### src/csvls_pkg.sv
// ----------------------------------------------------------------------------
// csvls_pkg
// Shared types, constants and helpers of the csv line field splitter.
// ----------------------------------------------------------------------------
package csvls_pkg;

   // depth of the trailing whitespace buffer
   localparam int WS_DEPTH = 16;
   localparam int WS_IDX_W = (WS_DEPTH > 1) ? $clog2(WS_DEPTH) : 1;
   localparam int WS_CNT_W = $clog2(WS_DEPTH + 1);

   // depth of the command queue between front and back
   localparam int CMD_DEPTH = 4;
   localparam int CMD_PTR_W = $clog2(CMD_DEPTH);
   localparam int CMD_CNT_W = $clog2(CMD_DEPTH + 1);

   // configuration register map
   localparam int CSR_ADDR_W = 3;
   localparam int CSR_DATA_W = 32;
   localparam logic REG_DELIMITER = 1'b0;
   localparam logic REG_QUOTE     = 1'b1;
   localparam logic [7:0] DELIMITER_RESET = 8'd44;
   localparam logic [7:0] QUOTE_RESET     = 8'd34;

   typedef logic [WS_IDX_W-1:0] idx_type;
   typedef logic [WS_CNT_W-1:0] cnt_type;

   // result kinds
   typedef enum logic [1:0] {
      KIND_DATA  = 2'd0,
      KIND_FIELD = 2'd1,
      KIND_LAST  = 2'd2,
      KIND_ERROR = 2'd3
   } kind_type;

   // byte operations handed from front to back
   typedef enum logic [1:0] {
      OP_NONE      = 2'd0,
      OP_APPEND    = 2'd1,
      OP_FIELD_END = 2'd2
   } op_type;

   typedef struct packed {
      logic [7:0] in_byte;
      logic       has_byte;
      logic       end_of_line;
   } req_type;

   typedef struct packed {
      kind_type   kind;
      logic [7:0] out_byte;
      logic       ws_overflow;
      logic       last;
   } rsp_type;

   // one classified input beat
   typedef struct packed {
      op_type     op;
      logic [7:0] data;
      logic       is_ws;
      logic       eol;
      logic       eol_error;
   } cmd_type;

   // space, tab, line feed, vertical tab, form feed, carriage return
   function automatic logic is_ws(input logic [7:0] b);
      return b inside {8'h20, [8'h09:8'h0D]};
   endfunction

endpackage

### src/csvls_front.sv
// ----------------------------------------------------------------------------
// csvls_front
// Accepts input beats, tracks quoting and field state, and turns each beat
// into at most one command for the back part.
// ----------------------------------------------------------------------------
module csvls_front (
   input  logic                clock,
   input  logic                reset,
   input  logic                push,
   input  csvls_pkg::req_type  req_item,
   input  logic [7:0]          delimiter,
   input  logic [7:0]          quote,
   input  logic                q_full,
   output logic                q_push,
   output csvls_pkg::cmd_type  q_data
);

   logic in_quotes_ff, in_quotes_in;
   logic quote_pending_ff, quote_pending_in;
   logic field_started_ff, field_started_in;
   logic line_stopped_ff, line_stopped_in;
   logic accept;
   logic handled;
   csvls_pkg::cmd_type cmd;

   assign accept = push && !q_full;

   // classify one beat
   always_comb begin
      in_quotes_in     = in_quotes_ff;
      quote_pending_in = quote_pending_ff;
      field_started_in = field_started_ff;
      line_stopped_in  = line_stopped_ff;
      handled          = 1'b0;
      cmd              = '0;
      cmd.op           = csvls_pkg::OP_NONE;
      cmd.data         = req_item.in_byte;
      cmd.is_ws        = csvls_pkg::is_ws(req_item.in_byte);
      if (accept) begin
         // byte part
         if (req_item.has_byte && !line_stopped_ff) begin
            // a pending quote is resolved by this byte
            if (quote_pending_ff) begin
               quote_pending_in = 1'b0;
               if (req_item.in_byte != 8'd0 && req_item.in_byte == quote) begin
                  cmd.op           = csvls_pkg::OP_APPEND;
                  field_started_in = 1'b1;
                  handled          = 1'b1;
               end else begin
                  in_quotes_in = !in_quotes_in;
               end
            end
            if (!handled) begin
               if (req_item.in_byte == 8'd0) begin
                  line_stopped_in = 1'b1;
               end else if (req_item.in_byte == quote) begin
                  quote_pending_in = 1'b1;
               end else if (req_item.in_byte == delimiter && !in_quotes_in) begin
                  cmd.op           = csvls_pkg::OP_FIELD_END;
                  field_started_in = 1'b0;
               end else if (!cmd.is_ws || field_started_in) begin
                  cmd.op           = csvls_pkg::OP_APPEND;
                  field_started_in = 1'b1;
               end
            end
         end
         // line end part
         if (req_item.end_of_line) begin
            if (quote_pending_in) begin
               in_quotes_in = !in_quotes_in;
            end
            cmd.eol          = 1'b1;
            cmd.eol_error    = in_quotes_in;
            in_quotes_in     = 1'b0;
            quote_pending_in = 1'b0;
            field_started_in = 1'b0;
            line_stopped_in  = 1'b0;
         end
      end
   end

   // only beats with visible work go to the back
   assign q_push = accept && (cmd.op != csvls_pkg::OP_NONE || cmd.eol);
   assign q_data = cmd;

   // parser state
   always_ff @(posedge clock) begin
      if (reset) begin
         in_quotes_ff     <= 1'b0;
         quote_pending_ff <= 1'b0;
         field_started_ff <= 1'b0;
         line_stopped_ff  <= 1'b0;
      end else begin
         in_quotes_ff     <= in_quotes_in;
         quote_pending_ff <= quote_pending_in;
         field_started_ff <= field_started_in;
         line_stopped_ff  <= line_stopped_in;
      end
   end

   // a zero byte always resolves a pending quote first
   assert property (@(posedge clock) disable iff (reset)
      line_stopped_ff |-> !quote_pending_ff)
      else $error("quote pending while line is stopped");

   // a line end leaves a clean parser
   assert property (@(posedge clock) disable iff (reset)
      (accept && req_item.end_of_line) |=>
         (!in_quotes_ff && !quote_pending_ff && !field_started_ff && !line_stopped_ff))
      else $error("parser state not cleared after line end");

endmodule

### src/csvls_cmd_queue.sv
// ----------------------------------------------------------------------------
// csvls_cmd_queue
// Short command queue that decouples the front from the back.
// ----------------------------------------------------------------------------
module csvls_cmd_queue (
   input  logic                clock,
   input  logic                reset,
   input  logic                push,
   input  csvls_pkg::cmd_type  data_in,
   output logic                full,
   input  logic                pop,
   output logic                empty,
   output csvls_pkg::cmd_type  data_out
);

   csvls_pkg::cmd_type entry_ff [csvls_pkg::CMD_DEPTH];
   logic [csvls_pkg::CMD_PTR_W-1:0] wr_ptr_ff, wr_ptr_in;
   logic [csvls_pkg::CMD_PTR_W-1:0] rd_ptr_ff, rd_ptr_in;
   logic [csvls_pkg::CMD_CNT_W-1:0] count_ff, count_in;
   logic do_push;
   logic do_pop;

   assign full     = (count_ff == csvls_pkg::CMD_CNT_W'(csvls_pkg::CMD_DEPTH));
   assign empty    = (count_ff == '0);
   assign do_push  = push && !full;
   assign do_pop   = pop && !empty;
   assign data_out = entry_ff[rd_ptr_ff];

   // pointer and fill count update
   always_comb begin
      wr_ptr_in = wr_ptr_ff;
      rd_ptr_in = rd_ptr_ff;
      count_in  = count_ff;
      if (do_push) begin
         wr_ptr_in = (wr_ptr_ff == csvls_pkg::CMD_PTR_W'(csvls_pkg::CMD_DEPTH - 1)) ?
                     '0 : wr_ptr_ff + 1'b1;
      end
      if (do_pop) begin
         rd_ptr_in = (rd_ptr_ff == csvls_pkg::CMD_PTR_W'(csvls_pkg::CMD_DEPTH - 1)) ?
                     '0 : rd_ptr_ff + 1'b1;
      end
      if (do_push && !do_pop) begin
         count_in = count_ff + 1'b1;
      end else if (do_pop && !do_push) begin
         count_in = count_ff - 1'b1;
      end
   end

   always_ff @(posedge clock) begin
      if (reset) begin
         wr_ptr_ff <= '0;
         rd_ptr_ff <= '0;
         count_ff  <= '0;
      end else begin
         wr_ptr_ff <= wr_ptr_in;
         rd_ptr_ff <= rd_ptr_in;
         count_ff  <= count_in;
      end
   end

   // entry storage
   always_ff @(posedge clock) begin
      if (do_push) begin
         entry_ff[wr_ptr_ff] <= data_in;
      end
   end

   // the front never offers a command into a full queue
   assert property (@(posedge clock) disable iff (reset)
      push |-> !full)
      else $error("command pushed into full queue");

endmodule

### src/csvls_back.sv
// ----------------------------------------------------------------------------
// csvls_back
// Carries out commands: holds trailing whitespace, flushes it one byte per
// cycle unless results stall, and emits data, field end and line end results.
// ----------------------------------------------------------------------------
module csvls_back (
   input  logic                clock,
   input  logic                reset,
   input  logic                q_empty,
   input  csvls_pkg::cmd_type  q_data,
   output logic                q_pop,
   output logic                empty,
   input  logic                pop,
   output csvls_pkg::rsp_type  rsp_item
);

   typedef enum logic [3:0] {
      ST_IDLE  = 4'b0001,
      ST_FLUSH = 4'b0010,
      ST_BYTE  = 4'b0100,
      ST_EOL   = 4'b1000
   } state_type;

   state_type state_ff, state_in;
   csvls_pkg::cmd_type cmd_ff, cmd_in;
   csvls_pkg::cnt_type held_count_ff, held_count_in;
   csvls_pkg::idx_type rd_idx_ff, rd_idx_in;
   logic [7:0] held_ff [csvls_pkg::WS_DEPTH];
   logic [7:0] held_rd;
   logic wr_en;
   logic out_valid_ff, out_valid_in;
   csvls_pkg::rsp_type out_item_ff, out_item_in;
   csvls_pkg::rsp_type emit_item;
   logic emit;
   logic can_emit;
   logic done;
   logic flush_end;

   // first phase of a fresh command
   function automatic state_type start_phase(input csvls_pkg::cmd_type c,
                                             input csvls_pkg::cnt_type cnt);
      state_type s;
      if (c.op == csvls_pkg::OP_APPEND &&
          ((!c.is_ws && cnt != '0) ||
           (c.is_ws && cnt == csvls_pkg::cnt_type'(csvls_pkg::WS_DEPTH)))) begin
         s = ST_FLUSH;
      end else if (c.op != csvls_pkg::OP_NONE) begin
         s = ST_BYTE;
      end else begin
         s = ST_EOL;
      end
      return s;
   endfunction

   assign held_rd   = held_ff[rd_idx_ff];
   assign can_emit  = !out_valid_ff || pop;
   assign flush_end = (csvls_pkg::cnt_type'(rd_idx_ff) + 1'b1 == held_count_ff);

   // phase sequencer
   always_comb begin
      state_in      = state_ff;
      cmd_in        = cmd_ff;
      held_count_in = held_count_ff;
      rd_idx_in     = rd_idx_ff;
      out_valid_in  = out_valid_ff && !pop;
      out_item_in   = out_item_ff;
      emit          = 1'b0;
      emit_item     = '0;
      emit_item.kind = csvls_pkg::KIND_DATA;
      done          = 1'b0;
      wr_en         = 1'b0;
      q_pop         = 1'b0;
      case (state_ff)
         ST_IDLE: begin
            done = 1'b1;
         end
         ST_FLUSH: begin
            // one held byte per beat while the result register can take it
            emit                  = 1'b1;
            emit_item.out_byte    = held_rd;
            emit_item.ws_overflow = cmd_ff.is_ws;
            emit_item.last        = flush_end && cmd_ff.is_ws && !cmd_ff.eol;
            if (can_emit) begin
               if (flush_end) begin
                  rd_idx_in     = '0;
                  held_count_in = '0;
                  state_in      = ST_BYTE;
               end else begin
                  rd_idx_in = rd_idx_ff + 1'b1;
               end
            end
         end
         ST_BYTE: begin
            case (cmd_ff.op)
               csvls_pkg::OP_APPEND: begin
                  if (cmd_ff.is_ws) begin
                     // hold trailing whitespace, no result yet
                     wr_en         = 1'b1;
                     held_count_in = held_count_ff + 1'b1;
                     if (cmd_ff.eol) begin
                        state_in = ST_EOL;
                     end else begin
                        done = 1'b1;
                     end
                  end else begin
                     emit               = 1'b1;
                     emit_item.out_byte = cmd_ff.data;
                     emit_item.last     = !cmd_ff.eol;
                     if (can_emit) begin
                        if (cmd_ff.eol) begin
                           state_in = ST_EOL;
                        end else begin
                           done = 1'b1;
                        end
                     end
                  end
               end
               csvls_pkg::OP_FIELD_END: begin
                  // held whitespace of the field is dropped
                  emit           = 1'b1;
                  emit_item.kind = csvls_pkg::KIND_FIELD;
                  emit_item.last = !cmd_ff.eol;
                  if (can_emit) begin
                     held_count_in = '0;
                     if (cmd_ff.eol) begin
                        state_in = ST_EOL;
                     end else begin
                        done = 1'b1;
                     end
                  end
               end
               default: begin
                  if (cmd_ff.eol) begin
                     state_in = ST_EOL;
                  end else begin
                     done = 1'b1;
                  end
               end
            endcase
         end
         ST_EOL: begin
            emit           = 1'b1;
            emit_item.kind = cmd_ff.eol_error ? csvls_pkg::KIND_ERROR : csvls_pkg::KIND_LAST;
            emit_item.last = 1'b1;
            if (can_emit) begin
               held_count_in = '0;
               done          = 1'b1;
            end
         end
         default: begin
            state_in = ST_IDLE;
         end
      endcase

      // result register
      if (emit && can_emit) begin
         out_valid_in = 1'b1;
         out_item_in  = emit_item;
      end

      // take the next command as soon as this one is finished
      if (done) begin
         if (q_empty) begin
            state_in = ST_IDLE;
         end else begin
            q_pop    = 1'b1;
            cmd_in   = q_data;
            state_in = start_phase(q_data, held_count_in);
         end
      end
   end

   always_ff @(posedge clock) begin
      if (reset) begin
         state_ff      <= ST_IDLE;
         held_count_ff <= '0;
         rd_idx_ff     <= '0;
         out_valid_ff  <= 1'b0;
      end else begin
         state_ff      <= state_in;
         held_count_ff <= held_count_in;
         rd_idx_ff     <= rd_idx_in;
         out_valid_ff  <= out_valid_in;
      end
   end

   // payload registers
   always_ff @(posedge clock) begin
      cmd_ff      <= cmd_in;
      out_item_ff <= out_item_in;
   end

   // whitespace buffer
   always_ff @(posedge clock) begin
      if (wr_en) begin
         held_ff[held_count_ff[csvls_pkg::WS_IDX_W-1:0]] <= cmd_ff.data;
      end
   end

   assign empty    = !out_valid_ff;
   assign rsp_item = out_item_ff;

   // buffer fill never passes its depth
   assert property (@(posedge clock) disable iff (reset)
      held_count_ff <= csvls_pkg::cnt_type'(csvls_pkg::WS_DEPTH))
      else $error("whitespace count beyond buffer depth");

   // a flush only walks over held entries
   assert property (@(posedge clock) disable iff (reset)
      (state_ff == ST_FLUSH) |->
         (held_count_ff != '0 && csvls_pkg::cnt_type'(rd_idx_ff) < held_count_ff))
      else $error("flush index outside held whitespace");

endmodule

### src/csv_line_field_splitter_core.sv
// ----------------------------------------------------------------------------
// csv_line_field_splitter_core
// Splits text lines, fed a byte per beat, into field bytes and field ends.
// ----------------------------------------------------------------------------
// A front part takes one input beat per cycle while the queue is not full
// and classifies it against the quoting state; a four-entry command queue
// carries the work to a back part that produces at most one result per cycle
// into a result register. Held trailing whitespace is flushed one byte per
// cycle while the result register can take it: a content byte after held
// whitespace first flushes it and then emits itself, a whitespace byte that
// finds the buffer full flushes every held byte and is then held itself, and
// a byte with a line end adds the line end result. The front keeps accepting
// while the back works until the queue fills. A result passes through the
// queue, the command register and the result register. The user must write
// delimiter (address 0) and quote (address 4) only while the block is idle;
// the block itself does not enforce it.
module csv_line_field_splitter_core (
   input  logic                                 clock,
   input  logic                                 reset,
   input  logic                                 push,
   output logic                                 full,
   input  csvls_pkg::req_type                   req_item,
   output logic                                 empty,
   input  logic                                 pop,
   output csvls_pkg::rsp_type                   rsp_item,
   input  logic                                 psel,
   input  logic                                 penable,
   input  logic                                 pwrite,
   input  logic [csvls_pkg::CSR_ADDR_W-1:0]     paddr,
   input  logic [csvls_pkg::CSR_DATA_W-1:0]     pwdata,
   output logic [csvls_pkg::CSR_DATA_W-1:0]     prdata,
   output logic                                 pready
);

   logic [7:0] delimiter_ff, delimiter_in;
   logic [7:0] quote_ff, quote_in;
   logic csr_write;
   logic q_full;
   logic q_push;
   logic q_empty;
   logic q_pop;
   csvls_pkg::cmd_type q_wr_data;
   csvls_pkg::cmd_type q_rd_data;

   // register access
   assign pready    = 1'b1;
   assign csr_write = psel && penable && pwrite && pready;

   always_comb begin
      delimiter_in = delimiter_ff;
      quote_in     = quote_ff;
      if (csr_write) begin
         case (paddr[2])
            csvls_pkg::REG_DELIMITER: delimiter_in = pwdata[7:0];
            csvls_pkg::REG_QUOTE:     quote_in     = pwdata[7:0];
            default:                  delimiter_in = delimiter_ff;
         endcase
      end
   end

   always_comb begin
      case (paddr[2])
         csvls_pkg::REG_DELIMITER: prdata = {24'd0, delimiter_ff};
         csvls_pkg::REG_QUOTE:     prdata = {24'd0, quote_ff};
         default:                  prdata = '0;
      endcase
   end

   always_ff @(posedge clock) begin
      if (reset) begin
         delimiter_ff <= csvls_pkg::DELIMITER_RESET;
         quote_ff     <= csvls_pkg::QUOTE_RESET;
      end else begin
         delimiter_ff <= delimiter_in;
         quote_ff     <= quote_in;
      end
   end

   assign full = q_full;

   // classification
   csvls_front u_front (
      .clock     (clock),
      .reset     (reset),
      .push      (push),
      .req_item  (req_item),
      .delimiter (delimiter_ff),
      .quote     (quote_ff),
      .q_full    (q_full),
      .q_push    (q_push),
      .q_data    (q_wr_data)
   );

   // command queue
   csvls_cmd_queue u_queue (
      .clock    (clock),
      .reset    (reset),
      .push     (q_push),
      .data_in  (q_wr_data),
      .full     (q_full),
      .pop      (q_pop),
      .empty    (q_empty),
      .data_out (q_rd_data)
   );

   // result generation
   csvls_back u_back (
      .clock    (clock),
      .reset    (reset),
      .q_empty  (q_empty),
      .q_data   (q_rd_data),
      .q_pop    (q_pop),
      .empty    (empty),
      .pop      (pop),
      .rsp_item (rsp_item)
   );

endmodule
### config.mk
export PLATFORM = sky130hd
export DESIGN_NAME = csv_line_field_splitter_core
export DESIGN_NICKNAME = d
export VERILOG_FILES = /design/src/csvls_pkg.sv /design/src/csvls_front.sv /design/src/csvls_cmd_queue.sv /design/src/csvls_back.sv /design/src/csv_line_field_splitter_core.sv
export SDC_FILE = /design/constraint.sdc
export NUM_CORES = 1
export LEC_CHECK = 0
export BUFFER_PORTS_ARGS = -buffer_cell sky130_fd_sc_hd__buf_2
export CORE_UTILIZATION = 40
export CTS_CLUSTER_SIZE = 12
export DETAILED_ROUTE_END_ITERATION = 10
export MAX_ROUTING_LAYER = met4
export PLACE_DENSITY = 0.68
export SYNTH_ARGS = -nofsm -noshare
export SYNTH_HDL_FRONTEND = slang
export SYNTH_SLANG_ARGS = --single-unit
### constraint.sdc
create_clock -name clock -period 4.2 [get_ports clock]
set_input_delay 1.05 -clock clock [delete_from_list [all_inputs] [get_ports clock]]
set_output_delay 1.05 -clock clock [all_outputs]
set_load 0.01 [all_outputs]
-- After elaboration in Yosys (flattened, before gate mapping)
Memory sizes are Yosys's and may differ from the RTL's. A register that Yosys moved wholly into a read port is not among the register bits.
Cells that the tools add are included.
- bitwise gates (word level): 2
- equal/unequal tests: 19
- order comparisons: 2
- muxes and demuxes: 99
- $add $sub $neg: 7
- reductions and logical operators: 55
- operators with widths (kind ; number):
    one-hot mux 32 bit (2 select lines) ; 1
    2-to-1 mux 1 bit ; 52
    2-to-1 mux 4 bit ; 12
    2-to-1 mux 2 bit ; 14
    2-to-1 mux 5 bit ; 4
    logical AND 1 bit ; 19
    == test 8 bit ; 2
    2-to-1 mux 8 bit ; 2
    one-hot mux 8 bit (2 select lines) ; 1
    one-hot mux 5 bit (3 select lines) ; 1
    logical NOT 1 bit ; 13
    one-hot mux 4 bit (3 select lines) ; 1
    nonzero test 2 bit ; 6
    one-hot mux 5 bit (2 select lines) ; 1
    AND reduction 2 bit ; 5
    == test 8 x 6 -> 1 bit (second input constant) ; 1
    greater-or-equal comparator 8 x 4 -> 1 bit (second input constant) ; 1
    <= comparator 8 x 4 -> 1 bit (second input constant) ; 1
    logical NOT 8 bit ; 1
    one-hot mux 1 bit (2 select lines) ; 4
    one-hot mux 4 bit (2 select lines) ; 1
    nonzero test 8 bit ; 1
    == test 2 bit (second input constant) ; 3
    2-to-1 mux 3 bit ; 2
    other kinds (26) ; 35
- RAM bits: 180
- memories: 2
- output and inout bits: 47
- register bits: 66
- memories (memory ; words ; width ; rd ports ; clocked after memory_dff ; wr ports ; line ; text):
    u_back.held_ff ; 16 ; 8 ; 1 ; 1 ; 1 ; csvls_back.sv:28 ; logic [7:0] held_ff [csvls_pkg::WS_DEPTH];
    u_queue.entry_ff ; 4 ; 13 ; 1 ; 1 ; 1 ; csvls_cmd_queue.sv:16 ; csvls_pkg::cmd_type entry_ff [csvls_pkg::CMD_DEPTH];

-- Logic depth before layout (Yosys ltp)
Gate-level depths: netlist (run 1).
- word-level depth: 22
- mapped depth: 14

-- By module
Synthesis (run 1) repeated with hierarchy kept, for this count alone.
- cell total of the unflattened synthesis: 730
- area, all modules: 11227.0 µm²
- modules (own cells, without submodules) (module ; cells an instance ; instances ; area an instance (µm²)):
    csvls_back ; 418 ; 1 ; 7175.6
    csvls_cmd_queue ; 117 ; 1 ; 2361.0
    csv_line_field_splitter_core ; 104 ; 1 ; 1008.5
    csvls_front ; 91 ; 1 ; 681.9

-- Worst setup path before layout (run 1)
OpenSTA, ideal clock, no wires.
- path kind: input-to-reg
- from: input port req_item[3] in the netlist's numbering
- to: register u_queue.count_ff[2] in the netlist's numbering
- cell stages on the path: 11
- setup time: 0.070 ns
- setup slack: 0.359 ns
- arrival time: 3.771 ns
- path through: xor2_1 -> nor4_1 -> nand2_1 -> a221oi_1 -> o21bai_1 -> ha_1 -> inv_1 -> fa_1 -> xor2_1 -> or3_1 -> a21oi_1
- RTL lines (what ; line ; text):
    from (decl) ; csv_line_field_splitter_core.sv:22 ; input csvls_pkg::req_type req_item,
    to (signal assigned) ; csvls_cmd_queue.sv:57 ; count_ff <= count_in;
    to (decl) ; csvls_cmd_queue.sv:19 ; logic [csvls_pkg::CMD_CNT_W-1:0] count_ff, count_in;

==> results of run 1 <==
==> cell usage in the layout (no fill, tap or decap), drive strengths merged, types with 25 or more instances in the layout <==
| master | count |
|---|---|
| a21oi | 31 |
| buf | 69 |
| clkbuf | 39 |
| conb | 25 |
| dfxtp | 47 |
| edfxtp | 205 |
| mux4 | 53 |
| nand2 | 36 |
| nor2 | 51 |
==> state kept, by name, indices dropped and copies added (netlist names), named ones only <==
| register | flops |
|---|---|
| u_front.quote_pending_ff | 1 |
| u_front.field_started_ff | 1 |
| u_queue.rd_ptr_ff | 2 |
| u_back.held_count_ff | 5 |
| u_back.cmd_ff | 13 |
| u_back.rd_idx_ff | 4 |
| u_back.held_ff | 128 |
| u_front.in_quotes_ff | 1 |
| u_queue.entry_ff | 52 |
| delimiter_ff | 8 |
| u_back.state_ff | 4 |
| u_front.line_stopped_ff | 1 |
| u_queue.wr_ptr_ff | 2 |
| u_queue.count_ff | 3 |
| u_back.rsp_item | 12 |
| quote_ff | 8 |
| u_back.out_valid_ff | 1 |
==> cell families (layout without fill, tap and decap cells) <==
family          Yosys count  count (layout)  share of synthesized area (%)
other cells               2              25                         0.0696
buf+inv                  71             136                           3.57
compound gates           91              91                           5.73
flops                   252             252                           65.8
simple gates            168             168                           8.03
fa+ha+maj                14              14                           1.69
mux                      74              74                           13.1
xor+xnor                 25              25                           2.03
==> where the power goes <==
group | internal (uW) | switching [uW] | total (uW) | leakage [uW]
clock network | 1270 | 923 | 2190 | 0.000397
registers | 3100 | 283 | 3380 | 0.00226
logic | 320 | 432 | 752 | 0.00150
total | 4690 | 1640 | 6320 | 0.00415
==> final cells by class <==
type | instances | area [um2]
inverter | 19 | 71.3
sequential | 252 | 7100
multi-input combinational | 397 | 3400
clock inverter | 9 | 76.3
fill | 2301 | 14100
tap | 335 | 419
timing repair buffer | 69 | 400
clock buffer | 39 | 731
==> how the worst max path moves through the flow <==
| stage | end | depth (start not counted) | slack [ns] |
|---|---|---|---|
| floorplan | u_queue.count_ff[2]$_SDFFE_PP0P_ | 11 | 0.36 |
| global placement | u_queue.count_ff[2]$_SDFFE_PP0P_ | 13 | 0.24 |
| detailed placement | u_queue.count_ff[2]$_SDFFE_PP0P_ | 13 | 0.20 |
| CTS | u_queue.count_ff[2]$_SDFFE_PP0P_ | 13 | 0.75 |
| global route | u_queue.count_ff[2]$_SDFFE_PP0P_ | 12 | 0.61 |
| finish | u_queue.count_ff[2]$_SDFFE_PP0P_ | 13 | 0.74 |
==> tightest hold or removal path: stages, from the launching register on <==
cell,delay [ns]
sky130_fd_sc_hd__dfxtp_1,0.32
sky130_fd_sc_hd__nand2_1,0.06
sky130_fd_sc_hd__a21oi_1,0.05
==> per-layer routing <==
metal	wire length [um]	GRT usage [%]
met1	8790	19.3
met2	9790	25.1
met3	808	2.26
met4	482	4.47
met5	0	-
==> through the flow <==
stage | cells | power, uW | hold WS [ns] | util (%) | area (um2)
finish | 1120 | 6320 | 0.483 | 46.4 | 12200
global route | 1120 | 6590 | 0.510 | 46.4 | 12200
CTS | 1120 | 6390 | 0.486 | 46.4 | 12200
detailed placement | 1072 | 4190 | 0.478 | 43.3 | 11400
global placement | 1072 | 4160 | 0.468 | 43.3 | 11400
floorplan | 720 | 3890 | 0.450 | - | 10900
==> flow_summary.html, run 1 <==
<table>
<tr><th>Metric</th><th>Value</th></tr>
<tr><th colspan="2">Status</th></tr>
<tr><td>Result of the run</td><td>finished with violations</td></tr>
<tr><td>Violated checks</td><td>design-rule violations</td></tr>
<tr><th colspan="2">Global routing</th></tr>
<tr><td>Total global routing overflow</td><td>0</td></tr>
<tr><td>Initial antenna violation count</td><td>0</td></tr>
<tr><td>First-pass GRT wire length</td><td>32.2 mm</td></tr>
<tr><td>All-layer global routing usage</td><td>between 10% and 20%</td></tr>
<tr><td>Number of global-route vias before repair</td><td>between 5,000 and 6,000</td></tr>
<tr><td>Maximum number of pins on one net before global-route repair</td><td>35</td></tr>
<tr><th colspan="2">Synthesis</th></tr>
<tr><td>Sequential share of the synthesized area</td><td>65.8%</td></tr>
<tr><td>Top cells by instance count after synthesis</td><td>205 x sky130_fd_sc_hd__edfxtp_1, 53 x sky130_fd_sc_hd__mux4_2, 50 x sky130_fd_sc_hd__nor2_1</td></tr>
<tr><td>Library cell with the highest instance count after synthesis</td><td>sky130_fd_sc_hd__edfxtp_1</td></tr>
<tr><td>Fraction of registers with async set/reset</td><td>0%</td></tr>
<tr><td>Number of enable flip-flop cells after synthesis</td><td>between 200 and 250</td></tr>
<tr><td>Flip-flop cell with the highest count after synthesis</td><td>sky130_fd_sc_hd__edfxtp_1</td></tr>
<tr><td>Count of unique library cells instantiated by Yosys</td><td>between 60 and 70</td></tr>
<tr><td>Average size of a mapped cell</td><td>15.5 um2</td></tr>
<tr><td>Synth area leader</td><td>sky130_fd_sc_hd__edfxtp_1</td></tr>
<tr><td>Number of instances in the synthesized netlist</td><td>between 600 and 700</td></tr>
<tr><td>Count of synthesis-stage warnings from yosys</td><td>0</td></tr>
<tr><td>Post-synth top area share</td><td>57.1%</td></tr>
<tr><td>Area contributors post-synth</td><td>sky130_fd_sc_hd__edfxtp_1 57%, sky130_fd_sc_hd__mux4_2 11%, sky130_fd_sc_hd__dfxtp_1 8.7%, sky130_fd_sc_hd__buf_4 1.7%, sky130_fd_sc_hd__nor2_1 1.7%</td></tr>
<tr><td>Cell Area, Synth</td><td>0.0108 mm2</td></tr>
<tr><td>Total of flip-flops plus latches after synthesis</td><td>252</td></tr>
<tr><th colspan="2">Floorplanning</th></tr>
<tr><td>Die Area</td><td>0.0276 mm2</td></tr>
<tr><td>I/O pin cnt</td><td>99</td></tr>
<tr><td>Area of the core</td><td>0.0263 mm2</td></tr>
<tr><td>Die X</td><td>approximately 170 um</td></tr>
<tr><td>Count of standard-cell rows</td><td>approximately 60</td></tr>
<tr><td>Y dimension of the die</td><td>166 um</td></tr>
<tr><td>Initial Util</td><td>41.1%</td></tr>
<tr><th colspan="2">Place</th></tr>
<tr><td>Pre-CTS worst setup slack</td><td>slightly below 0.2 ns</td></tr>
<tr><td>Gpl congestion</td><td>0.846</td></tr>
<tr><td>Final HPWL from detailed placement</td><td>13.6 mm</td></tr>
<tr><td>Port buffer count</td><td>47</td></tr>
<tr><th colspan="2">Drt</th></tr>
<tr><td>Residual antenna-violating net count after detailed routing</td><td>0</td></tr>
<tr><td>Aggregate routed wire length</td><td>19.9 mm</td></tr>
<tr><td>Drt drc</td><td>1</td></tr>
<tr><td>Count of vias placed by the detailed router</td><td>5,815</td></tr>
<tr><td>Via count normalized by instance count</td><td>5.19</td></tr>
<tr><td>DRC marker count from the first detailed-route iteration</td><td>493</td></tr>
<tr><td>Routed len/inst</td><td>~18 um</td></tr>
<tr><td>Number of iterations in the first detailed-routing pass</td><td>8</td></tr>
<tr><th colspan="2">Clock network</th></tr>
<tr><td>Clock tree from TritonCTS</td><td>done</td></tr>
<tr><td>CTS Buffer Depth</td><td>3</td></tr>
<tr><td>Clock network latency to the later pin of the worst-skew pair</td><td>0.54 ns</td></tr>
<tr><td>Cell at the root of the clock tree</td><td>sky130_fd_sc_hd__clkbuf_16</td></tr>
<tr><td>Total CTS buffers</td><td>27</td></tr>
<tr><td>Post-CTS setup buffer count</td><td>0</td></tr>
<tr><td>Number of gates resized after cts</td><td>0</td></tr>
<tr><td>CTS sink cnt</td><td>252</td></tr>
<tr><td>Total number of H-tree levels</td><td>1</td></tr>
<tr><td>CTS hold repair buffers</td><td>0</td></tr>
<tr><td>Post-CTS clock slew at the launch and capture registers of the worst setup and hold paths</td><td>0.05 ns</td></tr>
<tr><th colspan="2">Timing</th></tr>
<tr><td>Worst-case headroom to the max-slew limit</td><td>about two fifths</td></tr>
<tr><td>Worst slew pin tran</td><td>0.923 ns</td></tr>
<tr><td>Final Critical Period</td><td>around 3.5 ns</td></tr>
<tr><td>Period Utilization, post-route</td><td>82.3%</td></tr>
<tr><td>RSZ-0062 raised after global routing</td><td>no</td></tr>
<tr><td>Maximum frequency from static timing analysis</td><td>289 MHz</td></tr>
<tr><td>Worst clock skew</td><td>~0.02 ns</td></tr>
<tr><td>Setup slack after layout</td><td>0.744 ns</td></tr>
<tr><td>Accumulated negative setup slack</td><td>0 ns</td></tr>
<tr><td>Count of endpoints failing hold in the final timing report</td><td>0</td></tr>
<tr><td>Number of setup violations in the final report</td><td>0</td></tr>
<tr><td>Max-slew violations</td><td>0</td></tr>
<tr><th colspan="2">Power and ir drop</th></tr>
<tr><td>Power density over the cells</td><td>518 mW/mm2</td></tr>
<tr><td>Static leakage</td><td>roughly 0.0042 uW</td></tr>
<tr><td>Worst vdd rail ir drop</td><td>0.000279 V</td></tr>
<tr><th colspan="2">Critical path</th></tr>
<tr><td>RR Endpoint</td><td>u_back.state_ff[1]$_SDFFE_PP0P_</td></tr>
<tr><td>Arr. time, crit path</td><td>3.90 ns</td></tr>
<tr><td>Slowest Stage Delay on Critical Path</td><td>around 0.37 ns</td></tr>
<tr><td>Maximum fanout encountered on the critical timing path</td><td>8</td></tr>
<tr><td>Crit path capture type</td><td>flop</td></tr>
<tr><td>Ordered cell list for the critical path</td><td>buf_2 -&gt; xor2_1 -&gt; nor4_1 -&gt; buf_4 -&gt; nand2_1 -&gt; a221oi_1 -&gt; o21bai_1 -&gt; ha_1 -&gt; inv_1 -&gt; fa_1 -&gt; xor2_1 -&gt; or3_1 -&gt; a21oi_1</td></tr>
<tr><td>Data required time of the worst path</td><td>about 4.7 ns</td></tr>
<tr><td>Start point of the critical path</td><td>req_item[8]</td></tr>
<tr><td>Most prevalent standard cell on the critical path</td><td>sky130_fd_sc_hd__xor2_1</td></tr>
<tr><td>Depth of the worst register-to-register path</td><td>10</td></tr>
<tr><td>Register-to-register setup slack</td><td>just under 1 ns</td></tr>
<tr><td>Worst setup path category</td><td>input pin to flop</td></tr>
<tr><td>Buffering stage count on the worst path with inverters included</td><td>3</td></tr>
<tr><td>Largest delay contributor family on the critical path</td><td>compound AO/OA/AOI/OAI gates</td></tr>
<tr><td>CP max-delay cell</td><td>sky130_fd_sc_hd__a221oi_1</td></tr>
<tr><td>Source of the worst register-to-register timing path</td><td>u_back.rd_idx_ff[0]$_SDFFE_PP0P_</td></tr>
<tr><td>CP startpoint kind</td><td>input pin</td></tr>
<tr><th colspan="2">Layout</th></tr>
<tr><td>Ratio of cells with drive above 1 in the final layout</td><td>22.5%</td></tr>
<tr><td>Count of nets after finishing</td><td>832</td></tr>
<tr><td>Number of antenna repair diodes</td><td>0</td></tr>
<tr><td>Synthesis-to-finish area growth</td><td>13.0%</td></tr>
<tr><th colspan="2">Run</th></tr>
<tr><td>Max cap viols</td><td>0</td></tr>
<tr><th colspan="2">Worst hold path</th></tr>
<tr><td>Hold WC Path Type</td><td>flop to flop</td></tr>
<tr><td>Worst hold path cell count</td><td>2</td></tr>
<tr><td>Startpoint of the tightest hold check path</td><td>quote_ff[2]$_SDFFE_PP0P_</td></tr>
<tr><td>Worst-case hold path end point</td><td>quote_ff[2]$_SDFFE_PP0P_</td></tr>
</table>
Note: power is estimated with default switching activity, not from simulation.
==> run 2, diff against run 1 <==
ABC_AREA = 1   (was default)
clock period = 3.6 ns   (was 4.2 ns; I/O delays follow)
==> flow_summary.html, run 2 <==
<table>
<tr><th>Metric</th><th>Value</th></tr>
<tr><th colspan="2">Status</th></tr>
<tr><td>Result of the run</td><td>completed</td></tr>
<tr><th colspan="2">Clock network</th></tr>
<tr><td>CTS Buffer Depth</td><td>3</td></tr>
<tr><td>Clock tree from TritonCTS</td><td>done</td></tr>
<tr><td>Clock network latency to the later pin of the worst-skew pair</td><td>between 0.5 and 0.6 ns</td></tr>
<tr><td>Post-CTS clock slew at the launch and capture registers of the worst setup and hold paths</td><td>around 0.050 ns</td></tr>
<tr><td>Total number of H-tree levels</td><td>1</td></tr>
<tr><td>CTS hold repair buffers</td><td>0</td></tr>
<tr><td>Total CTS buffers</td><td>27</td></tr>
<tr><td>CTS sink cnt</td><td>252</td></tr>
<tr><td>Number of gates resized after cts</td><td>0</td></tr>
<tr><td>Cell at the root of the clock tree</td><td>sky130_fd_sc_hd__clkbuf_16</td></tr>
<tr><td>Post-CTS setup buffer count</td><td>0</td></tr>
<tr><th colspan="2">Worst hold path</th></tr>
<tr><td>Hold WC Path Type</td><td>flop to flop</td></tr>
<tr><td>Worst-case hold path end point</td><td>u_front.in_quotes_ff$_SDFFE_PP0P_</td></tr>
<tr><td>Worst hold path cell count</td><td>2</td></tr>
<tr><td>Startpoint of the tightest hold check path</td><td>u_front.in_quotes_ff$_SDFFE_PP0P_</td></tr>
<tr><th colspan="2">Drt</th></tr>
<tr><td>Residual antenna-violating net count after detailed routing</td><td>0</td></tr>
<tr><td>Via count normalized by instance count</td><td>5.19</td></tr>
<tr><td>Routed len/inst</td><td>16.4 um</td></tr>
<tr><td>Drt drc</td><td>0</td></tr>
<tr><td>DRC marker count from the first detailed-route iteration</td><td>539</td></tr>
<tr><td>Count of vias placed by the detailed router</td><td>7,480</td></tr>
<tr><td>Number of iterations in the first detailed-routing pass</td><td>6</td></tr>
<tr><td>Aggregate routed wire length</td><td>23.6 mm</td></tr>
<tr><th colspan="2">Synthesis</th></tr>
<tr><td>Synth area leader</td><td>sky130_fd_sc_hd__edfxtp_1</td></tr>
<tr><td>Cell Area, Synth</td><td>roughly 0.011 mm2</td></tr>
<tr><td>Number of enable flip-flop cells after synthesis</td><td>205</td></tr>
<tr><td>Flip-flop cell with the highest count after synthesis</td><td>sky130_fd_sc_hd__edfxtp_1</td></tr>
<tr><td>Count of unique library cells instantiated by Yosys</td><td>between 50 and 60</td></tr>
<tr><td>Fraction of registers with async set/reset</td><td>0%</td></tr>
<tr><td>Total of flip-flops plus latches after synthesis</td><td>252</td></tr>
<tr><td>Count of synthesis-stage warnings from yosys</td><td>0</td></tr>
<tr><td>Post-synth top area share</td><td>55.8%</td></tr>
<tr><td>Library cell with the highest instance count after synthesis</td><td>sky130_fd_sc_hd__edfxtp_1</td></tr>
<tr><td>Number of instances in the synthesized netlist</td><td>1,031</td></tr>
<tr><td>Average size of a mapped cell</td><td>10.7 um2</td></tr>
<tr><td>Sequential share of the synthesized area</td><td>64.3%</td></tr>
<tr><td>Area contributors post-synth</td><td>sky130_fd_sc_hd__edfxtp_1 56%, sky130_fd_sc_hd__dfxtp_1 8.5%, sky130_fd_sc_hd__o21ai_0 5.3%, sky130_fd_sc_hd__nor2_1 5.2%, sky130_fd_sc_hd__nand2_1 4.6%</td></tr>
<tr><td>Top cells by instance count after synthesis</td><td>205 x sky130_fd_sc_hd__edfxtp_1, 152 x sky130_fd_sc_hd__nor2_1, 135 x sky130_fd_sc_hd__nand2_1</td></tr>
<tr><th colspan="2">Global routing</th></tr>
<tr><td>Number of global-route vias before repair</td><td>7,191</td></tr>
<tr><td>Initial antenna violation count</td><td>0</td></tr>
<tr><td>First-pass GRT wire length</td><td>about 38 mm</td></tr>
<tr><td>Total global routing overflow</td><td>0</td></tr>
<tr><td>Maximum number of pins on one net before global-route repair</td><td>65</td></tr>
<tr><td>All-layer global routing usage</td><td>17.4%</td></tr>
<tr><th colspan="2">Floorplanning</th></tr>
<tr><td>Initial Util</td><td>40.8%</td></tr>
<tr><td>Y dimension of the die</td><td>168 um</td></tr>
<tr><td>Die Area</td><td>0.0283 mm2</td></tr>
<tr><td>Area of the core</td><td>0.0270 mm2</td></tr>
<tr><td>I/O pin cnt</td><td>a little under 100</td></tr>
<tr><td>Count of standard-cell rows</td><td>60</td></tr>
<tr><td>Die X</td><td>168 um</td></tr>
<tr><th colspan="2">Layout</th></tr>
<tr><td>Most common library cell in the layout ignoring fill and taps</td><td>sky130_fd_sc_hd__edfxtp_1</td></tr>
<tr><td>Synthesis-to-finish area growth</td><td>11.9%</td></tr>
<tr><td>Number of antenna repair diodes</td><td>0</td></tr>
<tr><td>Sequential cell area</td><td>0.00710 mm2</td></tr>
<tr><td>Count of nets after finishing</td><td>1,148</td></tr>
<tr><td>Multi-input logic area</td><td>0.00335 mm2</td></tr>
<tr><td>Number of fill cells in the layout</td><td>2,497</td></tr>
<tr><td>Ratio of cells with drive above 1 in the final layout</td><td>12.7%</td></tr>
<tr><td>Most frequent cells in the layout</td><td>205 x sky130_fd_sc_hd__edfxtp_1, 152 x sky130_fd_sc_hd__nor2_1, 135 x sky130_fd_sc_hd__nand2_1</td></tr>
<tr><td>Max FFs per register</td><td>128</td></tr>
<tr><th colspan="2">Timing</th></tr>
<tr><td>Max-slew violations</td><td>0</td></tr>
<tr><td>Maximum frequency from static timing analysis</td><td>332 MHz</td></tr>
<tr><td>Worst-case headroom to the max-slew limit</td><td>42.6%</td></tr>
<tr><td>RSZ-0062 raised after global routing</td><td>no</td></tr>
<tr><td>Final Critical Period</td><td>between 3 and 4 ns</td></tr>
<tr><td>Number of setup violations in the final report</td><td>0</td></tr>
<tr><td>Accumulated negative setup slack</td><td>0 ns</td></tr>
<tr><td>Period Utilization, post-route</td><td>a little over four fifths</td></tr>
<tr><td>Count of endpoints failing hold in the final timing report</td><td>0</td></tr>
<tr><td>Worst slew pin tran</td><td>0.858 ns</td></tr>
<tr><td>Worst clock skew</td><td>0.0128 ns</td></tr>
<tr><td>Tightest hold margin</td><td>0.469 ns</td></tr>
<tr><th colspan="2">Critical path</th></tr>
<tr><td>Arr. time, crit path</td><td>3.46 ns</td></tr>
<tr><td>Depth of the worst register-to-register path</td><td>19</td></tr>
<tr><td>Ordered cell list for the critical path</td><td>buf_2 -&gt; xnor2_1 -&gt; nand2_1 -&gt; nor2_1 -&gt; nand4_2 -&gt; nand2_2 -&gt; xor2_2 -&gt; inv_2 -&gt; nand2_1 -&gt; nand2_1 -&gt; nand2_1 -&gt; nand2_2 -&gt; nand2_4 -&gt; ha_1 -&gt; inv_1 -&gt; fa_1 -&gt; o21ai_0 -&gt; a21o_1 -&gt; o21ai_0 -&gt; a21oi_1</td></tr>
<tr><td>Largest delay contributor family on the critical path</td><td>simple AND/OR/NAND/NOR gates</td></tr>
<tr><td>Most prevalent standard cell on the critical path</td><td>sky130_fd_sc_hd__nand2_1</td></tr>
<tr><td>Maximum fanout encountered on the critical timing path</td><td>8</td></tr>
<tr><td>Worst setup path category</td><td>input pin to flop</td></tr>
<tr><td>CP startpoint kind</td><td>input pin</td></tr>
<tr><td>Source of the worst register-to-register timing path</td><td>quote_ff[7]$_SDFFE_PP0P_</td></tr>
<tr><td>Register-to-register setup slack</td><td>between 0.7 and 0.8 ns</td></tr>
<tr><td>Buffering stage count on the worst path with inverters included</td><td>3</td></tr>
<tr><td>Slowest Stage Delay on Critical Path</td><td>~0.38 ns</td></tr>
<tr><td>RR Endpoint</td><td>u_queue.count_ff[2]$_SDFFE_PP0P_</td></tr>
<tr><td>CP max-delay cell</td><td>sky130_fd_sc_hd__fa_1</td></tr>
<tr><td>Crit path capture type</td><td>flop</td></tr>
<tr><td>Data required time of the worst path</td><td>4.05 ns</td></tr>
<tr><td>Number of cells on the critical path</td><td>20</td></tr>
<tr><th colspan="2">Place</th></tr>
<tr><td>Final HPWL from detailed placement</td><td>between 10 and 15 mm</td></tr>
<tr><td>Gpl congestion</td><td>between 0.8 and 0.9</td></tr>
<tr><td>Port buffer count</td><td>47</td></tr>
<tr><th colspan="2">Run</th></tr>
<tr><td>Max cap viols</td><td>0</td></tr>
<tr><th colspan="2">Power and ir drop</th></tr>
<tr><td>Static leakage</td><td>about 0.0045 uW</td></tr>
<tr><td>Power density over the cells</td><td>616 mW/mm2</td></tr>
<tr><td>Worst vdd rail ir drop</td><td>0.000282 V</td></tr>
</table>
[run 2: cell types whose count changed after synthesis, moves of 14 or more]
cell	change
sky130_fd_sc_hd__inv_1	+52
sky130_fd_sc_hd__mux4_2	-53
sky130_fd_sc_hd__nand2_1	+99
sky130_fd_sc_hd__nand3_1	+30
sky130_fd_sc_hd__nor2_1	+102
sky130_fd_sc_hd__o21ai_0	+99
sky130_fd_sc_hd__o221ai_1	+26
sky130_fd_sc_hd__xor2_1	-14
[run 2: report_power, final]
group | switching [uW] | total, uW | internal, uW
registers | 334 | 3990 | 3650
logic | 741 | 1070 | 330
clock network | 1060 | 2550 | 1490
[run 2: worst max-delay path by stage]
stage                      startpoint                                to  slack, ns
after global placement    req_item[4]  u_queue.count_ff[2]$_SDFFE_PP0P_       0.11
final                     req_item[4]  u_queue.count_ff[2]$_SDFFE_PP0P_       0.59
after detailed placement  req_item[4]  u_queue.count_ff[2]$_SDFFE_PP0P_       0.05
after global routing      req_item[4]  u_queue.count_ff[2]$_SDFFE_PP0P_       0.23
after CTS                 req_item[4]  u_queue.count_ff[2]$_SDFFE_PP0P_       0.55
after floorplan           req_item[9]  u_queue.count_ff[2]$_SDFFE_PP0P_       0.60
[run 2: kinds of logic (layout without fill, tap and decap cells)]
family                   count (synthesis)  in the layout  synth area share [%]
flip-flops                             252            252                  64.3
XOR/XNOR                                16             16                  1.34
AND/OR/NAND/NOR                        371            371                  14.4
other                                    2             25                0.0680
adder cells (fa/ha/maj)                 14             14                  1.65
AO/OA/AOI/OAI                          228            228                  12.1
buffers and inverters                  148            194                  6.19
[run 2: worst reg2reg max path, cell delays in order (launching register included)]
cell and delay [ns]:
sky130_fd_sc_hd__dfxtp_1 0.37, sky130_fd_sc_hd__xnor2_1 0.13, sky130_fd_sc_hd__nand2_1 0.08, sky130_fd_sc_hd__nor2_1 0.21
sky130_fd_sc_hd__nand4_2 0.16, sky130_fd_sc_hd__nand2_2 0.12, sky130_fd_sc_hd__xor2_2 0.19, sky130_fd_sc_hd__inv_2 0.05
sky130_fd_sc_hd__nand2_1 0.06, sky130_fd_sc_hd__nand2_1 0.06, sky130_fd_sc_hd__nand2_1 0.07, sky130_fd_sc_hd__nand2_2 0.08
sky130_fd_sc_hd__nand2_4 0.09, sky130_fd_sc_hd__ha_1 0.14, sky130_fd_sc_hd__inv_1 0.06, sky130_fd_sc_hd__fa_1 0.38
sky130_fd_sc_hd__o21ai_0 0.17, sky130_fd_sc_hd__a21o_1 0.11, sky130_fd_sc_hd__o21ai_0 0.07, sky130_fd_sc_hd__a21oi_1 0.15
[run 2: cell type report]
type / count / area share [%]
clock inverters: 9 / 0.557
inverters: 83 / 2.52
multi-input cells: 654 / 27.1
repair buffers: 64 / 2.94
clock buffers: 38 / 5.97
well taps: 341 / 3.45
flip-flops and latches: 252 / 57.5
[run 2: through the flow]
step | worst slack [ns] | instance area [um2] | power, uW | util [%] | instances
after floorplan | 0.602 | 11100 | 4690 | - | 1054
after global placement | 0.106 | 11500 | 5060 | 42.7 | 1394
after detailed placement | 0.0526 | 11500 | 5120 | 42.7 | 1394
after CTS | 0.553 | 12400 | 7660 | 45.7 | 1441
after global routing | 0.234 | 12400 | 7950 | 45.7 | 1441
final | 0.586 | 12400 | 7610 | 45.7 | 1441
[run 2: routing by layer]
metal	up-vias	global-route usage [%]	routed length [um]
li1	3677	-	-
met1	3551	21.7	10200
met2	210	29.4	11500
met3	42	2.28	1210
met4	0	5.65	687
met5	-	-	0
==> run 3, diff against run 2 <==
PLACE_DENSITY = 0.71   (was 0.68)
clock period = 2.7 ns   (was 3.6 ns; I/O delays follow)
==> flow_summary.html, run 3 (same netlist as run 2, synthesis figures left out) <==
<table>
<tr><th>Metric</th><th>Value</th></tr>
<tr><th colspan="2">Critical path</th></tr>
<tr><td>Maximum fanout encountered on the critical timing path</td><td>3</td></tr>
<tr><td>Buffering stage count on the worst path with inverters included</td><td>3</td></tr>
<tr><td>CP startpoint kind</td><td>flop</td></tr>
<tr><td>Ordered cell list for the critical path</td><td>xnor2_2 -&gt; nand2_1 -&gt; nor2_2 -&gt; nand4_2 -&gt; nand2_2 -&gt; xor2_2 -&gt; inv_2 -&gt; nand2_1 -&gt; nand2_2 -&gt; nand2_2 -&gt; nand2_4 -&gt; nand2_4 -&gt; ha_4 -&gt; inv_2 -&gt; fa_2 -&gt; o21ai_2 -&gt; a21o_1 -&gt; buf_4 -&gt; a21oi_1</td></tr>
<tr><td>Data required time of the worst path</td><td>3.11 ns</td></tr>
<tr><td>Most prevalent standard cell on the critical path</td><td>sky130_fd_sc_hd__nand2_2</td></tr>
<tr><td>Crit path capture type</td><td>flop</td></tr>
<tr><td>Largest delay contributor family on the critical path</td><td>simple AND/OR/NAND/NOR gates</td></tr>
<tr><td>Slowest Stage Delay on Critical Path</td><td>roughly 0.36 ns</td></tr>
<tr><td>CP max-delay cell</td><td>sky130_fd_sc_hd__dfxtp_2</td></tr>
<tr><td>Arr. time, crit path</td><td>roughly 3.0 ns</td></tr>
<tr><td>Worst setup path category</td><td>flop to flop</td></tr>
<tr><th colspan="2">Drt</th></tr>
<tr><td>Routed len/inst</td><td>15.9 um</td></tr>
<tr><td>Drt drc</td><td>0</td></tr>
<tr><td>Count of vias placed by the detailed router</td><td>~8,000</td></tr>
<tr><td>Aggregate routed wire length</td><td>23.8 mm</td></tr>
<tr><td>Via count normalized by instance count</td><td>5.18</td></tr>
<tr><td>Number of iterations in the first detailed-routing pass</td><td>5</td></tr>
<tr><td>Residual antenna-violating net count after detailed routing</td><td>0</td></tr>
<tr><td>DRC marker count from the first detailed-route iteration</td><td>698</td></tr>
<tr><th colspan="2">Floorplanning</th></tr>
<tr><td>Die X</td><td>168 um</td></tr>
<tr><td>Die Area</td><td>0.0283 mm2</td></tr>
<tr><td>Count of standard-cell rows</td><td>60</td></tr>
<tr><td>Area of the core</td><td>0.0270 mm2</td></tr>
<tr><td>Initial Util</td><td>40.8%</td></tr>
<tr><td>I/O pin cnt</td><td>99</td></tr>
<tr><td>Y dimension of the die</td><td>168 um</td></tr>
<tr><th colspan="2">Layout</th></tr>
<tr><td>Max FFs per register</td><td>approximately 130</td></tr>
<tr><td>Synthesis-to-finish area growth</td><td>16.8%</td></tr>
<tr><td>Number of antenna repair diodes</td><td>0</td></tr>
<tr><td>Number of fill cells in the layout</td><td>~2,400</td></tr>
<tr><td>Most frequent cells in the layout</td><td>205 x sky130_fd_sc_hd__edfxtp_1, 148 x sky130_fd_sc_hd__nor2_1, 133 x sky130_fd_sc_hd__nand2_1</td></tr>
<tr><td>Most common library cell in the layout ignoring fill and taps</td><td>sky130_fd_sc_hd__edfxtp_1</td></tr>
<tr><td>Ratio of cells with drive above 1 in the final layout</td><td>18.4%</td></tr>
<tr><td>Count of nets after finishing</td><td>~1,200</td></tr>
<tr><th colspan="2">Timing</th></tr>
<tr><td>Worst clock skew</td><td>0.0142 ns</td></tr>
<tr><td>Count of endpoints failing hold in the final timing report</td><td>0</td></tr>
<tr><td>Period Utilization, post-route</td><td>94.4%</td></tr>
<tr><td>Tightest hold margin</td><td>0.382 ns</td></tr>
<tr><td>Worst-case headroom to the max-slew limit</td><td>between 40 and 50%</td></tr>
<tr><td>Maximum frequency from static timing analysis</td><td>between 300 and 400 MHz</td></tr>
<tr><td>Max-slew violations</td><td>0</td></tr>
<tr><td>Final Critical Period</td><td>2.55 ns</td></tr>
<tr><td>Number of setup violations in the final report</td><td>0</td></tr>
<tr><td>Worst slew pin tran</td><td>between 0.7 and 0.8 ns</td></tr>
<tr><th colspan="2">Power and ir drop</th></tr>
<tr><td>Sw Ratio</td><td>28.4%</td></tr>
<tr><td>Portion of total power attributed to the clock network</td><td>32.1%</td></tr>
<tr><td>Internal power consumption</td><td>between 7000 and 8000 uW</td></tr>
<tr><td>Worst vdd rail ir drop</td><td>0.000553 V</td></tr>
<tr><td>Share of power burned in registers</td><td>51.2%</td></tr>
<tr><td>Logic pwr share</td><td>16.7%</td></tr>
<tr><td>Net switching power of the design</td><td>between 2000 and 3000 uW</td></tr>
<tr><td>Power density over the cells</td><td>801 mW/mm2</td></tr>
<tr><td>Total power after layout</td><td>approximately 10,000 uW</td></tr>
<tr><td>Static leakage</td><td>around 0.0048 uW</td></tr>
<tr><th colspan="2">Global routing</th></tr>
<tr><td>First-pass GRT wire length</td><td>38.4 mm</td></tr>
<tr><td>Initial antenna violation count</td><td>0</td></tr>
<tr><td>Total global routing overflow</td><td>0</td></tr>
<tr><td>All-layer global routing usage</td><td>17.5%</td></tr>
<tr><td>Number of global-route vias before repair</td><td>7,444</td></tr>
<tr><td>Maximum number of pins on one net before global-route repair</td><td>36</td></tr>
<tr><th colspan="2">Clock network</th></tr>
<tr><td>CTS Buffer Depth</td><td>3</td></tr>
<tr><td>Total CTS buffers</td><td>27</td></tr>
<tr><td>Total number of H-tree levels</td><td>1</td></tr>
<tr><td>CTS sink cnt</td><td>252</td></tr>
<tr><td>Clock network latency to the later pin of the worst-skew pair</td><td>0.53 ns</td></tr>
<tr><td>Cell at the root of the clock tree</td><td>sky130_fd_sc_hd__clkbuf_16</td></tr>
<tr><td>Clock tree from TritonCTS</td><td>done</td></tr>
<tr><td>CTS hold repair buffers</td><td>0</td></tr>
<tr><td>Post-CTS clock slew at the launch and capture registers of the worst setup and hold paths</td><td>0.06 ns</td></tr>
<tr><th colspan="2">Place</th></tr>
<tr><td>Final HPWL from detailed placement</td><td>15.9 mm</td></tr>
<tr><td>Port buffer count</td><td>47</td></tr>
<tr><td>Gpl congestion</td><td>roughly 0.88</td></tr>
<tr><th colspan="2">Worst hold path</th></tr>
<tr><td>Hold WC Path Type</td><td>input pin to flop</td></tr>
<tr><th colspan="2">Status</th></tr>
<tr><td>Result of the run</td><td>completed</td></tr>
<tr><th colspan="2">Run</th></tr>
<tr><td>Max cap viols</td><td>0</td></tr>
</table>
run 3: cell types whose count changed in the layout (fill, tap and decap cells not counted), moves of 3 or more:
cell / change
sky130_fd_sc_hd__buf_12: +5
sky130_fd_sc_hd__buf_4: +51
sky130_fd_sc_hd__dfxtp_1: -3
sky130_fd_sc_hd__dfxtp_2: +3
sky130_fd_sc_hd__nor2_1: -4
sky130_fd_sc_hd__nor2_2: +4
run 3: metal layers:
layer | up-vias | GRT usage, % | routed length (um)
met1 | 3660 | 22.0 | 10000
met2 | 270 | 29.9 | 11800
met4 | 0 | 5.02 | 567
li1 | 3792 | - | -
met3 | 48 | 2.02 | 1430
met5 | - | - | 0
run 3: power by group through the flow:
stage          clock network (uW)  registers (uW)  logic (uW)
2_1_floorplan                   0            5180        1080
3_3_place_gp                    0            5340        1570
3_5_place_dp                    0            5380        1640
4_1_cts                      3370            5300        1640
5_1_grt                      3520            5340        1950
6_report                     3310            5290        1720
run 3: layout make-up:
class,instances,area [um2],share of cell area [%]
clock buffer,38,737,5.72
clock inverter,11,56.3,0.437
inverter,83,315,2.45
multi-input combinational,654,3410,26.4
sequential,252,7100,55.1
tap,341,427,3.31
timing repair buffer,120,846,6.56
run 3: worst min-delay path: cells and delay by family:
family                 cells  cell delay (ns)
AND/OR/NAND/NOR            2             0.12
buffers and inverters      1             0.08
run 3: path summary, 6_finish.rpt:
check                                                       start                                end  slack (ns)  cells after the start
worst max-delay path                     quote_ff[7]$_SDFFE_PP0P_   u_queue.count_ff[2]$_SDFFE_PP0P_        0.15                     19
worst min-delay path                                    pwdata[2]       delimiter_ff[2]$_SDFFE_PP1P_        0.38                      3
worst max register to register           quote_ff[7]$_SDFFE_PP0P_   u_queue.count_ff[2]$_SDFFE_PP0P_        0.15                     19
worst min register to register  u_front.in_quotes_ff$_SDFFE_PP0P_  u_front.in_quotes_ff$_SDFFE_PP0P_        0.47                      2
run 3: what timing repair did:
action / in CTS / in global routing
gates resized for setup: 0 / 20
setup buffers: 0 / 4
setup endpoints to repair: 0 / 2
run 3: metrics by stage:
stage                     setup TNS, ns  instances  area, um2  util, %  setup WS, ns
after floorplan                   -2.19       1054      11100        -       -0.0446
after global placement            -3.82       1446      12000     44.4        -0.338
after detailed placement          -6.17       1446      12000     44.4        -0.408
after CTS                             0       1495      12800     47.3        0.0433
after global routing            -0.0154       1499      12900     47.7       -0.0154
final                                 0       1499      12900     47.7         0.152
